--- src/rtl/core/command_byte_ring_queue_core_defines.svh ---
// Assertion macros shared by the command byte ring queue RTL.
// The macros expect a clock named clock and a synchronous reset named reset.
`ifndef COMMAND_BYTE_RING_QUEUE_CORE_DEFINES_SVH
`define COMMAND_BYTE_RING_QUEUE_CORE_DEFINES_SVH

// A condition that must hold at every clock edge outside reset.
`define CBRQ_ASSERT_ALWAYS(label, cond, msg) \
   label: assert property (@(posedge clock) disable iff (reset) (cond)) else $error(msg);

// When the antecedent holds, the consequent must hold in the same cycle.
`define CBRQ_ASSERT_IMPLIES(label, ante, cons, msg) \
   label: assert property (@(posedge clock) disable iff (reset) (ante) |-> (cons)) \
      else $error(msg);

// When the antecedent holds, the consequent must hold in the following cycle.
`define CBRQ_ASSERT_NEXT(label, ante, cons, msg) \
   label: assert property (@(posedge clock) disable iff (reset) (ante) |=> (cons)) \
      else $error(msg);

`endif

--- src/rtl/core/cbrq_pkg.sv ---
// Package for the command byte ring queue: command and status codes, field
// widths and parameter defaults. No dependencies.
package cbrq_pkg;

   localparam int CMD_W    = 2;
   localparam int STATUS_W = 2;
   localparam int BYTE_W   = 8;

   // Bytes per framed command, and the counter widths that follow from it.
   localparam int CMD_BYTES = 6;
   localparam int LEFT_W    = 3;
   localparam int IDX_W     = 3;

   localparam int DEF_COMMAND_CAPACITY = 8;
   localparam int DEF_BUFFER_BYTES     = 48;

   // Command codes.
   localparam logic [CMD_W-1:0] CMD_ADD    = 2'd0;
   localparam logic [CMD_W-1:0] CMD_REMOVE = 2'd1;
   localparam logic [CMD_W-1:0] CMD_GET    = 2'd2;

   // Status codes.
   localparam logic [STATUS_W-1:0] ST_OK   = 2'd0;
   localparam logic [STATUS_W-1:0] ST_FULL = 2'd1;
   localparam logic [STATUS_W-1:0] ST_NONE = 2'd2;

endpackage

--- src/rtl/core/cbrq_if.sv ---
// Valid/ready channel interfaces of the command byte ring queue.
// Depends on cbrq_pkg for the field widths.
interface cbrq_req_if;
   logic                          valid;
   logic                          ready;
   logic [cbrq_pkg::CMD_W-1:0]    cmd;
   logic [cbrq_pkg::BYTE_W-1:0]   byte_in;

   modport source (output valid, output cmd, output byte_in, input ready);
   modport sink   (input valid, input cmd, input byte_in, output ready);
endinterface

interface cbrq_rsp_if;
   logic                            valid;
   logic                            ready;
   logic [cbrq_pkg::STATUS_W-1:0]   status;
   logic [cbrq_pkg::BYTE_W-1:0]     removed_byte;
   logic [cbrq_pkg::BYTE_W-1:0]     reg_byte;
   logic [cbrq_pkg::BYTE_W-1:0]     action_byte;
   logic [cbrq_pkg::BYTE_W-1:0]     param_byte_0;
   logic [cbrq_pkg::BYTE_W-1:0]     param_byte_1;
   logic [cbrq_pkg::BYTE_W-1:0]     param_byte_2;
   logic [cbrq_pkg::BYTE_W-1:0]     param_byte_3;
   logic                            has_command;

   modport source (output valid, output status, output removed_byte, output reg_byte,
                   output action_byte, output param_byte_0, output param_byte_1,
                   output param_byte_2, output param_byte_3, output has_command,
                   input ready);
   modport sink   (input valid, input status, input removed_byte, input reg_byte,
                   input action_byte, input param_byte_0, input param_byte_1,
                   input param_byte_2, input param_byte_3, input has_command,
                   output ready);
endinterface

--- src/rtl/core/cbrq_pos_step.sv ---
// Ring position stepper of the command byte ring queue: one position forward
// or back with wrap-around. Shared by the write and read pointers.
module cbrq_pos_step #(
   parameter int BUFFER_BYTES = cbrq_pkg::DEF_BUFFER_BYTES
) (
   input  logic [$clog2(BUFFER_BYTES)-1:0] pos,
   input  logic                            step_back,
   output logic [$clog2(BUFFER_BYTES)-1:0] pos_out
);
   localparam int POS_W = $clog2(BUFFER_BYTES);
   localparam logic [POS_W-1:0] LAST_POS = POS_W'(BUFFER_BYTES - 1);

   always_comb begin
      if (step_back) begin
         pos_out = (pos == '0) ? LAST_POS : pos - 1'b1;
      end else begin
         pos_out = (pos == LAST_POS) ? '0 : pos + 1'b1;
      end
   end
endmodule

--- src/rtl/core/command_byte_ring_queue_core.sv ---
// Command byte ring queue core: frames host bytes into six-byte commands.
// Depends on cbrq_pkg, cbrq_if.sv, cbrq_pos_step and the assertion macros.
//
// Usage: each transaction on req_chan carries a cmd (add byte, remove last
// byte, get command) and byte_in. Each accepted transaction produces exactly
// one transaction on rsp_chan with a status, the removed byte of a remove,
// the six bytes of a popped command and has_command, which tells whether a
// complete command is still stored after the operation.
// Bytes live in a single-port-write, registered-read memory of BUFFER_BYTES
// entries; a small sequencer drives it and one shared ring position stepper.
// req_chan.ready is high only while the sequencer is idle. From acceptance,
// the sequencer goes through decide to the response state for add, refused and
// unknown commands, through decide and capture for a successful remove (one
// memory read), and through decide, read and capture for a successful get (six
// memory reads, one per cycle, each advancing the read position through the
// stepper). The response state loads the output register and returns to idle.
// The response register decouples the two sides: a new request is taken
// while an earlier response still waits; if the receiver stalls, the next
// response holds in the sequencer until the register frees up.
// Reset clears the pointers, counters, sequencer and response valid; the
// byte memory is not cleared, as only written bytes are ever read back.
module command_byte_ring_queue_core #(
   parameter int COMMAND_CAPACITY = cbrq_pkg::DEF_COMMAND_CAPACITY,
   parameter int BUFFER_BYTES     = cbrq_pkg::DEF_BUFFER_BYTES
) (
   input logic        clock,
   input logic        reset,
   cbrq_req_if.sink   req_chan,
   cbrq_rsp_if.source rsp_chan
);
   import cbrq_pkg::*;

   `include "command_byte_ring_queue_core_defines.svh"

   localparam int POS_W  = $clog2(BUFFER_BYTES);
   localparam int CNT_W  = $clog2(COMMAND_CAPACITY + 1);
   localparam int HELD_W = $clog2(BUFFER_BYTES + 1);

   localparam logic [CNT_W-1:0]  CAPACITY  = CNT_W'(COMMAND_CAPACITY);
   localparam logic [HELD_W-1:0] BUF_LIMIT = HELD_W'(BUFFER_BYTES);
   localparam logic [LEFT_W-1:0] LEFT_FULL = LEFT_W'(CMD_BYTES);
   localparam logic [IDX_W-1:0]  LAST_IDX  = IDX_W'(CMD_BYTES - 1);

   // Sequencer states, one-hot.
   typedef enum logic [4:0] {
      S_IDLE    = 5'b00001,
      S_DECIDE  = 5'b00010,
      S_READ    = 5'b00100,
      S_CAPTURE = 5'b01000,
      S_RESP    = 5'b10000
   } seq_state_type;

   seq_state_type state_ff, state_in;

   // Ring pointers and occupancy counters.
   logic [POS_W-1:0]  wr_pos_ff, wr_pos_in;
   logic [POS_W-1:0]  rd_pos_ff, rd_pos_in;
   logic [LEFT_W-1:0] left_ff, left_in;
   logic [CNT_W-1:0]  count_ff, count_in;
   logic [HELD_W-1:0] held_ff, held_in;

   // The accepted request and the outcome of the decide step.
   logic [CMD_W-1:0]    cmd_ff, cmd_in;
   logic [BYTE_W-1:0]   byte_ff, byte_in;
   logic [STATUS_W-1:0] status_ff, status_in;
   logic [IDX_W-1:0]    idx_ff, idx_in;

   // Byte memory with registered read port and the capture shift line.
   logic [BYTE_W-1:0] mem [BUFFER_BYTES];
   logic [BYTE_W-1:0] rdata_ff;
   logic              cap_ff;
   logic [BYTE_W-1:0] cap_bytes_ff [CMD_BYTES];
   logic              mem_we;
   logic              mem_re;
   logic [POS_W-1:0]  mem_raddr;

   // Shared position stepper.
   logic [POS_W-1:0] step_pos;
   logic             step_back;
   logic [POS_W-1:0] step_out;

   // Response register.
   logic                rsp_valid_ff, rsp_valid_in;
   logic [STATUS_W-1:0] rsp_status_ff;
   logic [BYTE_W-1:0]   rsp_removed_ff;
   logic [BYTE_W-1:0]   rsp_cmd_ff [CMD_BYTES];
   logic                rsp_has_ff;
   logic                rsp_load;
   logic                remove_ok;
   logic                get_ok;

   logic req_accept;
   logic queue_full;

   assign req_chan.ready = (state_ff == S_IDLE);
   assign req_accept     = req_chan.valid && req_chan.ready;

   assign queue_full = (count_ff >= CAPACITY) || (held_ff >= BUF_LIMIT);

   // The read pointer uses the stepper while reading; otherwise it serves the
   // write pointer, stepping back for a remove.
   assign step_pos  = (state_ff == S_READ) ? rd_pos_ff : wr_pos_ff;
   assign step_back = (state_ff == S_DECIDE) && (cmd_ff == CMD_REMOVE);

   cbrq_pos_step #(
      .BUFFER_BYTES(BUFFER_BYTES)
   ) u_pos_step (
      .pos       (step_pos),
      .step_back (step_back),
      .pos_out   (step_out)
   );

   assign rsp_load = (state_ff == S_RESP) && (!rsp_valid_ff || rsp_chan.ready);

   always_comb begin
      state_in     = state_ff;
      wr_pos_in    = wr_pos_ff;
      rd_pos_in    = rd_pos_ff;
      left_in      = left_ff;
      count_in     = count_ff;
      held_in      = held_ff;
      cmd_in       = cmd_ff;
      byte_in      = byte_ff;
      status_in    = status_ff;
      idx_in       = idx_ff;
      mem_we       = 1'b0;
      mem_re       = 1'b0;
      mem_raddr    = rd_pos_ff;
      rsp_valid_in = rsp_valid_ff && !rsp_chan.ready;

      case (state_ff)
         S_IDLE: begin
            if (req_accept) begin
               cmd_in   = req_chan.cmd;
               byte_in  = req_chan.byte_in;
               state_in = S_DECIDE;
            end
         end
         S_DECIDE: begin
            status_in = ST_NONE;
            idx_in    = '0;
            state_in  = S_RESP;
            case (cmd_ff)
               CMD_ADD: begin
                  if (queue_full) begin
                     status_in = ST_FULL;
                  end else begin
                     status_in = ST_OK;
                     mem_we    = 1'b1;
                     wr_pos_in = step_out;
                     held_in   = held_ff + 1'b1;
                     if (left_ff == LEFT_W'(1)) begin
                        left_in  = LEFT_FULL;
                        count_in = count_ff + 1'b1;
                     end else begin
                        left_in = left_ff - 1'b1;
                     end
                  end
               end
               CMD_REMOVE: begin
                  if (left_ff < LEFT_FULL) begin
                     status_in = ST_OK;
                     wr_pos_in = step_out;
                     mem_re    = 1'b1;
                     mem_raddr = step_out;
                     left_in   = left_ff + 1'b1;
                     held_in   = held_ff - 1'b1;
                     state_in  = S_CAPTURE;
                  end
               end
               CMD_GET: begin
                  if (count_ff != '0) begin
                     status_in = ST_OK;
                     count_in  = count_ff - 1'b1;
                     held_in   = held_ff - HELD_W'(CMD_BYTES);
                     state_in  = S_READ;
                  end
               end
               default: begin
                  status_in = ST_NONE;
               end
            endcase
         end
         S_READ: begin
            mem_re    = 1'b1;
            mem_raddr = rd_pos_ff;
            rd_pos_in = step_out;
            idx_in    = idx_ff + 1'b1;
            if (idx_ff == LAST_IDX) begin
               state_in = S_CAPTURE;
            end
         end
         S_CAPTURE: begin
            state_in = S_RESP;
         end
         S_RESP: begin
            if (rsp_load) begin
               rsp_valid_in = 1'b1;
               state_in     = S_IDLE;
            end
         end
         default: begin
            state_in = S_IDLE;
         end
      endcase
   end

   always_ff @(posedge clock) begin
      if (reset) begin
         state_ff     <= S_IDLE;
         wr_pos_ff    <= '0;
         rd_pos_ff    <= '0;
         left_ff      <= LEFT_FULL;
         count_ff     <= '0;
         held_ff      <= '0;
         rsp_valid_ff <= 1'b0;
         cap_ff       <= 1'b0;
      end else begin
         state_ff     <= state_in;
         wr_pos_ff    <= wr_pos_in;
         rd_pos_ff    <= rd_pos_in;
         left_ff      <= left_in;
         count_ff     <= count_in;
         held_ff      <= held_in;
         rsp_valid_ff <= rsp_valid_in;
         cap_ff       <= mem_re;
      end
   end

   always_ff @(posedge clock) begin
      cmd_ff    <= cmd_in;
      byte_ff   <= byte_in;
      status_ff <= status_in;
      idx_ff    <= idx_in;
   end

   // Byte memory: one write and one registered read per cycle.
   always_ff @(posedge clock) begin
      if (mem_we) begin
         mem[wr_pos_ff] <= byte_ff;
      end
      if (mem_re) begin
         rdata_ff <= mem[mem_raddr];
      end
   end

   // Each returned byte enters at the top of the shift line, so after six
   // reads the oldest byte of the command sits at index zero. A single read
   // for a remove leaves its byte at the top.
   always_ff @(posedge clock) begin
      if (cap_ff) begin
         for (int i = 0; i < CMD_BYTES - 1; i++) begin
            cap_bytes_ff[i] <= cap_bytes_ff[i+1];
         end
         cap_bytes_ff[CMD_BYTES-1] <= rdata_ff;
      end
   end

   // Response payload; bytes that do not apply to the operation read zero.
   assign remove_ok = (status_ff == ST_OK) && (cmd_ff == CMD_REMOVE);
   assign get_ok    = (status_ff == ST_OK) && (cmd_ff == CMD_GET);

   always_ff @(posedge clock) begin
      if (rsp_load) begin
         rsp_status_ff  <= status_ff;
         rsp_has_ff     <= (count_ff != '0);
         rsp_removed_ff <= remove_ok ? cap_bytes_ff[CMD_BYTES-1] : '0;
         for (int i = 0; i < CMD_BYTES; i++) begin
            rsp_cmd_ff[i] <= get_ok ? cap_bytes_ff[i] : '0;
         end
      end
   end

   assign rsp_chan.valid        = rsp_valid_ff;
   assign rsp_chan.status       = rsp_status_ff;
   assign rsp_chan.removed_byte = rsp_removed_ff;
   assign rsp_chan.reg_byte     = rsp_cmd_ff[0];
   assign rsp_chan.action_byte  = rsp_cmd_ff[1];
   assign rsp_chan.param_byte_0 = rsp_cmd_ff[2];
   assign rsp_chan.param_byte_1 = rsp_cmd_ff[3];
   assign rsp_chan.param_byte_2 = rsp_cmd_ff[4];
   assign rsp_chan.param_byte_3 = rsp_cmd_ff[5];
   assign rsp_chan.has_command  = rsp_has_ff;

   // Terms for the checks below. The byte count always matches the complete
   // commands plus the bytes of the unfinished one.
   logic [31:0] held_expect;
   logic        left_ok;
   logic        full_answer;
   logic        last_read;
   logic        capture_now;

   assign held_expect = 32'(count_ff) * 32'(CMD_BYTES) + 32'(CMD_BYTES) - 32'(left_ff);
   assign left_ok     = (left_ff != '0) && (left_ff <= LEFT_FULL);
   assign full_answer = (state_ff == S_RESP) && (status_ff == ST_FULL);
   assign last_read   = (state_ff == S_READ) && (idx_ff == LAST_IDX);
   assign capture_now = (state_ff == S_CAPTURE) && cap_ff;

   `CBRQ_ASSERT_ALWAYS(a_held_tracks_counts, (32'(held_ff) == held_expect), "byte count off")
   `CBRQ_ASSERT_ALWAYS(a_count_in_range, (count_ff <= CAPACITY), "command count above capacity")
   `CBRQ_ASSERT_ALWAYS(a_left_in_range, left_ok, "bytes-left counter out of range")
   `CBRQ_ASSERT_IMPLIES(a_full_only_on_add, full_answer, (cmd_ff == CMD_ADD), "full without add")
   `CBRQ_ASSERT_NEXT(a_read_then_capture, last_read, capture_now, "last read not captured")

endmodule

--- src/flat_wrapper.sv ---
// flat-port wrapper written by rule: the top's interface ports become plain ports
module command_byte_ring_queue_core_flat import cbrq_pkg::*;
#(
   parameter int COMMAND_CAPACITY = cbrq_pkg::DEF_COMMAND_CAPACITY,
   parameter int BUFFER_BYTES     = cbrq_pkg::DEF_BUFFER_BYTES
)
  (clock, reset, req_chan_valid, req_chan_cmd, req_chan_byte_in, req_chan_ready, rsp_chan_valid, rsp_chan_status, rsp_chan_removed_byte, rsp_chan_reg_byte, rsp_chan_action_byte, rsp_chan_param_byte_0, rsp_chan_param_byte_1, rsp_chan_param_byte_2, rsp_chan_param_byte_3, rsp_chan_has_command, rsp_chan_ready);
  cbrq_req_if req_chan_i ();
  cbrq_rsp_if rsp_chan_i ();
  input logic clock;
  input logic reset;
  input wire logic [$bits(req_chan_i.valid)-1:0] req_chan_valid;
  input wire logic [$bits(req_chan_i.cmd)-1:0] req_chan_cmd;
  input wire logic [$bits(req_chan_i.byte_in)-1:0] req_chan_byte_in;
  output wire logic [$bits(req_chan_i.ready)-1:0] req_chan_ready;
  output wire logic [$bits(rsp_chan_i.valid)-1:0] rsp_chan_valid;
  output wire logic [$bits(rsp_chan_i.status)-1:0] rsp_chan_status;
  output wire logic [$bits(rsp_chan_i.removed_byte)-1:0] rsp_chan_removed_byte;
  output wire logic [$bits(rsp_chan_i.reg_byte)-1:0] rsp_chan_reg_byte;
  output wire logic [$bits(rsp_chan_i.action_byte)-1:0] rsp_chan_action_byte;
  output wire logic [$bits(rsp_chan_i.param_byte_0)-1:0] rsp_chan_param_byte_0;
  output wire logic [$bits(rsp_chan_i.param_byte_1)-1:0] rsp_chan_param_byte_1;
  output wire logic [$bits(rsp_chan_i.param_byte_2)-1:0] rsp_chan_param_byte_2;
  output wire logic [$bits(rsp_chan_i.param_byte_3)-1:0] rsp_chan_param_byte_3;
  output wire logic [$bits(rsp_chan_i.has_command)-1:0] rsp_chan_has_command;
  input wire logic [$bits(rsp_chan_i.ready)-1:0] rsp_chan_ready;
  assign req_chan_i.valid = req_chan_valid;
  assign req_chan_i.cmd = req_chan_cmd;
  assign req_chan_i.byte_in = req_chan_byte_in;
  assign req_chan_ready = req_chan_i.ready;
  assign rsp_chan_valid = rsp_chan_i.valid;
  assign rsp_chan_status = rsp_chan_i.status;
  assign rsp_chan_removed_byte = rsp_chan_i.removed_byte;
  assign rsp_chan_reg_byte = rsp_chan_i.reg_byte;
  assign rsp_chan_action_byte = rsp_chan_i.action_byte;
  assign rsp_chan_param_byte_0 = rsp_chan_i.param_byte_0;
  assign rsp_chan_param_byte_1 = rsp_chan_i.param_byte_1;
  assign rsp_chan_param_byte_2 = rsp_chan_i.param_byte_2;
  assign rsp_chan_param_byte_3 = rsp_chan_i.param_byte_3;
  assign rsp_chan_has_command = rsp_chan_i.has_command;
  assign rsp_chan_i.ready = rsp_chan_ready;
  command_byte_ring_queue_core #(.COMMAND_CAPACITY(COMMAND_CAPACITY), .BUFFER_BYTES(BUFFER_BYTES)) u_core (.clock(clock), .reset(reset), .req_chan(req_chan_i), .rsp_chan(rsp_chan_i));
endmodule
--- config.mk ---
export PLATFORM = sky130hd
export DESIGN_NAME = command_byte_ring_queue_core_flat
export DESIGN_NICKNAME = d
export VERILOG_FILES = /design/src/rtl/core/cbrq_pkg.sv /design/src/rtl/core/cbrq_if.sv /design/src/rtl/core/cbrq_pos_step.sv /design/src/rtl/core/command_byte_ring_queue_core.sv /design/src/flat_wrapper.sv
export VERILOG_INCLUDE_DIRS = /design/src /design/src/rtl/core
export SDC_FILE = /design/constraint.sdc
export NUM_CORES = 1
export LEC_CHECK = 0
export BUFFER_PORTS_ARGS = -buffer_cell sky130_fd_sc_hd__buf_2
export CORE_MARGIN = 10
export CORE_UTILIZATION = 45
export CTS_BUF_LIST = sky130_fd_sc_hd__clkbuf_8 sky130_fd_sc_hd__clkbuf_16
export CTS_CLUSTER_DIAMETER = 40
export DETAILED_ROUTE_END_ITERATION = 12
export GPL_ROUTABILITY_DRIVEN = 0
export MAX_ROUTING_LAYER = met4
export SLEW_MARGIN = 20
export SYNTH_ARGS = -nofsm -noshare
export SYNTH_HDL_FRONTEND = slang
export SYNTH_SLANG_ARGS = --single-unit
--- constraint.sdc ---
create_clock -name clock -period 4.7 [get_ports clock]
set_input_delay 0.94 -clock clock [delete_from_list [all_inputs] [get_ports clock]]
set_output_delay 0.94 -clock clock [all_outputs]
set_load 0.005 [all_outputs]
==> summary.md, run 1 <==
| Metric | Value |
|---|---|
| Run status | `complete, no violations` |
| Worst Skew | `22.6 ps` |
| Post-synth top area share | `69.6%` |
| Synthesis-to-finish area growth | `16.7%` |
| Tmin final | `4360 ps` |
| Initial antenna violation count | `0` |
| CTS tree | `built` |
| Critical path startpoint category | `flop` |
| F_max | `0.229 GHz` |
| WL final | `50,300 µm` |
| Vias in the first global route | `12,600` |
| Synth Instances | `1,438` |
| Via density | `5.62` |
| Critical Path End Type | `flop` |
| Asr flop ratio synth | `0%` |
| WL per Instance | `22.3 µm` |
| Mapped Avg Cell Area | `15.4 µm²` |
| Root Buffer | `clkbuf_16` |
| Syn nets | `1,473` |
| R2R cell count | `12` |
| Full die area | `58,600 µm²` |
| Post-place setup slack | `456 ps` |
| Worst path bufs/invs | `2` |
| Antenna Cells | `0` |
| Starting Density | `45.4%` |
| Hold_buf cts | `0` |
| Crit-path slowest cell | `or4b_1` |
| Vias after detailed routing | `12,700` |
| Crit path cell chain | `or4b_1 > o21ai_0 > and2_1 > ha_1 > o21ai_4 > buf_12 > buf_12 > and2_1 > a211oi_1 > a311oi_1 > nor3_1 > o41ai_1` |
| Number of core rows | `81` |
| Synth area leader | `edfxtp_1` |
| Clock transition at the registers of the reported paths | `50 ps` |
| RSZ-0062 raised after global routing | `false` |
| WP depth | `12` |
| DP HPWL | `31,200 µm` |
| Buffers added on ports | `74` |
| Gr ovfl total | `0` |
| CP peak stage delay | `790 ps` |
| GRT Total Usage | `17.5%` |
| Final antenna-violating net count | `0` |
| Ratio of cells with drive above 1 in the final layout | `18.6%` |
| Synthesized area | `22,200 µm²` |
| Clk sinks | `546` |
| I/O pin count | `75` |
| WP data required | `5080 ps` |
| Prevailing post-synth register cell | `edfxtp_1` |
| Setup ws final | `338 ps` |
| Drt pass-1 iters | `7` |
| Cell area power density | `438 nW/µm²` |
| Resized cells post-CTS | `0` |
| Fin. max-slew vios | `0` |
| Global-route wire length before repair | `77,700 µm` |
| Final Setup Violations | `0` |
| Clk_lat worst skew | `600 ps` |
| Setup bufs post-CTS | `0` |
| Largest net degree at the start of global routing | `84` |
| DRC Markers | `0` |
| Crit share post-route | `92.8%` |
| Distinct cells, synth | `74` |
| CP delay by family, top | `compound AO/OA/AOI/OAI gates` |
| # fillers | `3,977` |
| Endpoints failing hold | `0` |
| Slew @ Worst Pin | `1030 ps` |
| Critical path class | `reg2reg` |
| First-iteration detailed-routing DRC count | `1,114` |
| Hold depth | `0` |
| Arrival time worst endpoint | `4750 ps` |
| R2R Setup Slk | `340 ps` |
| Clock tree buffer depth | `3` |
| Die H | `242 µm` |
| Setup TNS | `0 ps` |
| Peak VDD IR | `267 µV` |
| Die Width | `242 µm` |
| Layout Nets | `1,574` |
| Post-synthesis sequential area ratio | `72.5%` |
| Register bit total from synthesis | `546` |
| Htree depth | `3` |
| Synth warn | `0` |
| Number of flops mapped to enable cells by yosys | `514` |
| Max cap viols | `0` |
| Worst relative slew slack | `31.0%` |
| Crit path max fanout | `65` |
| CTS Buf Count | `72` |
| Lkg Pwr | `8.56 nW` |
| Worst min-delay path category | `reg2reg` |
| Core Area | `48,800 µm²` |
| Area contributors post-synth | `edfxtp_1 70%, mux4_2 3.2%, and2_1 3.2%` |
[cell families after synthesis]
group           synth area share (%)
flops                           72.5
simple gates                    9.62
compound gates                  7.99
buf+inv                         2.06
mux                             6.02
fa+ha+maj                       1.25
xor+xnor                       0.587
[path summary, 6_finish.rpt]
| kind | from | to |
|---|---|---|
| worst max-delay path | u_core.state_ff[3] | u_core.rdata_ff[1] |
| worst min-delay path | u_core.cap_bytes_ff[1][6] | u_core.cap_bytes_ff[0][6] |
| worst max register to register | u_core.state_ff[3] | u_core.rdata_ff[1] |
| worst min register to register | u_core.cap_bytes_ff[1][6] | u_core.cap_bytes_ff[0][6] |
[layout by cell type, fill, tap and decap left out, drive strengths merged, types with 5 or more instances in the layout]
master    synthesis  layout
and2            112     112
ha               19      19
mux4             32      32
o41ai             8       8
buf              38     107
clkbuf           42      75
a21oi            34      34
mux2i            51      51
a311oi           48      48
edfxtp          514     514
o21ai            25      25
inv              20      38
a211oi           59      59
clkinv            0      18
or3               6       6
a22oi             9       9
mux2              9       9
nand2b            6       6
xor2              5       5
nand2           142     142
nor2             92      92
clkinvlp          0      11
a21o              5       5
nand3            24      24
xnor2             9       9
a31o              8       8
o32ai             8       8
o21a              5       5
bufinv            0       9
nor3             22      22
dfxtp            32      32
nor4              5       5
[worst reg2reg max path, stage by stage, from the launching register on]
cell	delay [ps]
dfxtp_1	400
or4b_1	790
o21ai_0	290
and2_1	220
ha_1	320
o21ai_4	240
buf_12	340
buf_12	250
and2_1	160
a211oi_1	40
a311oi_1	590
nor3_1	150
o41ai_1	370
[power by group]
part / total, mW / switching (mW) / internal (mW)
Sequential: 5.40 / 0.0190 / 5.38
Clock: 5.64 / 2.19 / 3.46
Combinational: 0.283 / 0.216 / 0.0667
Total: 11.3 / 2.42 / 8.91
[registers in the layout, summed over array words and instances (netlist names), 8 cells and up]
name,count
u_core.byte_ff,8
u_core.cap_bytes_ff,48
u_core.mem,384
u_core.rdata_ff,8
u_core.rsp_chan.removed_byte,8
u_core.rsp_cmd_ff,48
[routing by layer]
layer,track usage [%],vias up,part of all wire [%]
li1,-,5776,-
met1,23.5,6382,45
met2,26.4,441,47
met5,-,-,0
met3,3.60,98,6.2
met4,5.55,0,2.6
[Yosys cell counts, types with 6 or more instances]
| master | instances |
|---|---|
| mux2i_1 | 50 |
| a311oi_1 | 44 |
| o21ai_1 | 6 |
| nand2b_1 | 6 |
| edfxtp_1 | 514 |
| a21oi_1 | 34 |
| nand2_1 | 142 |
| or3_1 | 6 |
| nand3_1 | 24 |
| nor2_1 | 90 |
| and2_1 | 112 |
| o32ai_1 | 8 |
| dfxtp_1 | 32 |
| buf_4 | 8 |
| buf_2 | 23 |
| xnor2_1 | 8 |
| inv_1 | 20 |
| a31o_2 | 8 |
| o21ai_0 | 16 |
| a22oi_1 | 9 |
| a211oi_1 | 58 |
| nor3_1 | 21 |
| clkbuf_1 | 42 |
| mux4_2 | 32 |
| o41ai_1 | 8 |
| ha_1 | 19 |
[layout make-up]
class	instances	area [µm²]	area share [%]
timing repair buffer	107	693	2.68
clock buffer	75	1870	7.21
clock inverter	56	667	2.58
tap	664	831	3.21
sequential	546	16100	62.1
multi-input combinational	792	5680	21.9
inverter	20	75.1	0.290
[per-stage QoR]
stage | std cells | instance area (µm²) | power (mW) | utilization (%) | hold WS [ps]
detailed placement | 2129 | 23400 | 5.79 | 47.8 | 425
CTS | 2260 | 25900 | 11.4 | 53.0 | 438
global route | 2260 | 25900 | 11.7 | 53.0 | 443
finish | 2260 | 25900 | 11.3 | 53.0 | 437
floorplan | 1438 | 22200 | 5.66 | - | 400
global placement | 2129 | 23400 | 5.78 | 47.8 | 420
(Power assumes the default switching activity.)
==> inputs of run 2 (changes only) <==
Clock period 4.7 ns to 5.2 ns, I/O delays scaled along.
==> run 2 against run 1 <==
Compared with the run above: wire length up 1.1%; clock power down 9.2%; total power down 9.5%; sequential share of layout area up 0.13 points; clock skew up 0.55 ps; cell count unchanged; flip-flop and latch count unchanged; global-route usage up 0.20 points; worst hold slack worse by 4.0 ps; worst setup slack better by 370 ps; largest cell class unchanged.
==> summary.md, run 2 (synthesis gave the netlist of run 1 again) <==
| Metric | Value |
|---|---|
| Setup bufs post-CTS | `0 (unchanged)` |
| Max reg flops | `384 (unchanged)` |
| Largest net degree at the start of global routing | `97 (+15%)` |
| Root Buffer | `clkbuf_16` |
| Die Width | `242 µm (unchanged)` |
| Largest register by flop count | `u_core.mem` |
| WL final | `50,900 µm (+1.1%)` |
| Peak VDD IR | `390 µV (+46%)` |
| Critical path startpoint category | `flop` |
| Die H | `242 µm (unchanged)` |
| Internal | `8.12 mW (-8.8%)` |
| RSZ-0062 raised after global routing | `false` |
| Ratio of cells with drive above 1 in the final layout | `18.4% (-0.25 points)` |
| Worst Hold Launch | `u_core.cap_bytes_ff[3][0]` |
| R2R Setup Slk | `710 ps (+370 ps)` |
| CTS Buf Count | `76 (+5.6%)` |
| Worst r2r src | `u_core.state_ff[3]` |
| Worst Skew | `23.2 ps (+0.551 ps)` |
| Initial antenna violation count | `0 (unchanged)` |
| Vias after detailed routing | `12,600 (-0.60%)` |
| Layout Nets | `1,572 (-0.13%)` |
| Final antenna-violating net count | `0 (unchanged)` |
| Synthesis-to-finish area growth | `16.5%` |
| WL per Instance | `22.5 µm (+1.1%)` |
| Endpoints failing hold | `0 (unchanged)` |
| Antenna Cells | `0 (unchanged)` |
| I/O pin count | `75 (unchanged)` |
| DP Area | `23,300 µm² (-0.30%)` |
| Max cap viols | `0 (unchanged)` |
| R2R cell count | `11 (-1)` |
| Comb pwr share | `2.5% (about the same)` |
| Largest registers | `u_core.mem x384, u_core.cap_bytes_ff x48, u_core.rsp_cmd_ff x48` |
| Buffers added on ports | `74 (unchanged)` |
| Setup TNS | `0 ps (unchanged)` |
| Setup ws final | `709 ps (+371 ps)` |
| Cell area after layout | `25,800 µm² (-0.21%)` |
| Leading cell types in the layout, fill and taps excluded | `514 x edfxtp_1, 142 x nand2_1, 112 x and2_1` |
| Switching share of total power | `20.8% (-0.59 points)` |
| Drt pass-1 iters | `5 (-2)` |
| Crit path max fanout | `27 (-58%)` |
| Reg2Reg Capture Point | `u_core.rdata_ff[5]` |
| Worst min-delay path category | `reg2reg` |
| Htree depth | `3 (unchanged)` |
| Crit share post-route | `86.4% (-6.4 points)` |
| Global-route wire length before repair | `78,300 µm (+0.72%)` |
| Most common cell after layout, fill and taps aside | `edfxtp_1` |
| GRT Total Usage | `17.7% (+0.20 points)` |
| Number of core rows | `81 (unchanged)` |
| Run status | `complete, no violations` |
| Arrival time worst endpoint | `4880 ps (+130 ps)` |
| Vias in the first global route | `12,700 (+1.5%)` |
| Switching power | `2.13 mW (-12%)` |
| Cell area power density | `397 nW/µm² (-9.3%)` |
| Post-place setup slack | `845 ps (+389 ps)` |
| First-iteration detailed-routing DRC count | `1,107 (-0.63%)` |
| Non-Filler Instances | `2,260 (unchanged)` |
| Critical path class | `reg2reg` |
| Critical Path End Type | `flop` |
| Clk pwr share | `49.9% (about the same)` |
| Clk_lat worst skew | `590 ps (about the same)` |
| Starting Density | `45.4% (unchanged)` |
| Full die area | `58,600 µm² (unchanged)` |
| Hold_buf cts | `0 (unchanged)` |
| Gr ovfl total | `0 (unchanged)` |
| DP HPWL | `30,900 µm (-0.97%)` |
| Clock tree buffer depth | `3 (unchanged)` |
| Fin. max-slew vios | `0 (unchanged)` |
| Slew @ Worst Pin | `1010 ps (-13.6 ps)` |
| DRC Markers | `0 (unchanged)` |
| Clk sinks | `546 (unchanged)` |
| CTS tree | `built` |
| Core Area | `48,800 µm² (unchanged)` |
| Worst relative slew slack | `32.1% (+1.2 points)` |
| Lkg Pwr | `8.57 nW (+0.20%)` |
| Placed cell count | `2,123 (-0.28%)` |
| Hold Path Sink | `u_core.cap_bytes_ff[2][0]` |
| Final Setup Violations | `0 (unchanged)` |
| Resized cells post-CTS | `0 (unchanged)` |
| WP data required | `5590 ps (+510 ps)` |
| Clock transition at the registers of the reported paths | `50 ps (about the same)` |
| Sequential share of power | `47.6% (about the same)` |
| F_max | `0.223 GHz (-2.9%)` |
| Via density | `5.58 (-0.60%)` |
| Hold depth | `0 (unchanged)` |
| Tmin final | `4490 ps (+129 ps)` |
## run 2: cell types whose count changed in the layout (fill, tap and decap cells not counted)
cell and change:
clkinv_2 +8, clkinv_4 +6, clkinv_8 -6, clkbuf_16 +5, clkinvlp_4 -5, buf_4 -4, inv_1 +4, inv_8 -3
buf_12 -2, inv_6 -2, bufinv_16 -1
## run 2: per-stage QoR
step                      power, mW  utilization, %  hold slack, ps
after floorplan                5.12               -             400
after global placement         5.22            47.7             420
after detailed placement       5.23            47.7             423
after CTS                      10.4            52.9             434
after global routing           10.6            52.9             436
final                          10.3            52.9             433
## run 2: cell type report
type	count	area [µm²]
fillers	4014	23000
clock buffers	80	1990
clock inverters	57	558
multi-input cells	792	5680
well taps	664	831
inverters	20	75.1
flip-flops and latches	546	16100
repair buffers	101	623
## run 2: worst max path at each step
stage                  startpoint                     endpoint  slack, ps
6_report       u_core.state_ff[3]           u_core.rdata_ff[5]        710
4_1_cts        u_core.state_ff[3]           u_core.rdata_ff[5]        790
2_1_floorplan  u_core.state_ff[4]  u_core.rsp_chan.has_command        640
5_1_grt        u_core.state_ff[3]           u_core.rdata_ff[5]        440
3_5_place_dp   u_core.state_ff[3]           u_core.rdata_ff[5]        850
3_3_place_gp   u_core.state_ff[3]           u_core.rdata_ff[0]        880
## run 2: worst max-delay path: stages, from the launching register on
cell	delay, ps
dfxtp_1	390
or4b_1	770
o21ai_0	310
and2_1	210
ha_1	210
nand3_1	190
a21oi_4	690
buf_4	470
mux2i_1	330
mux2_1	200
o32ai_1	120
o41ai_1	390
## run 2: power by group through the flow
stage | Clock, mW | Combinational (mW) | Sequential [mW]
6_report | 5.12 | 0.253 | 4.88
5_1_grt | 5.41 | 0.281 | 4.88
4_1_cts | 5.21 | 0.258 | 4.88
3_5_place_dp | 0 | 0.257 | 4.97
3_3_place_gp | 0 | 0.247 | 4.97
2_1_floorplan | 0 | 0.110 | 5.01
## run 2: per-layer routing
metal | vias to the layer above | GRT usage [%] | part of all wire (%)
met5 | - | - | 0
met4 | 0 | 5.79 | 2.6
met3 | 89 | 3.78 | 6.2
met2 | 404 | 27.3 | 47
met1 | 6363 | 23.1 | 44
li1 | 5765 | - | -
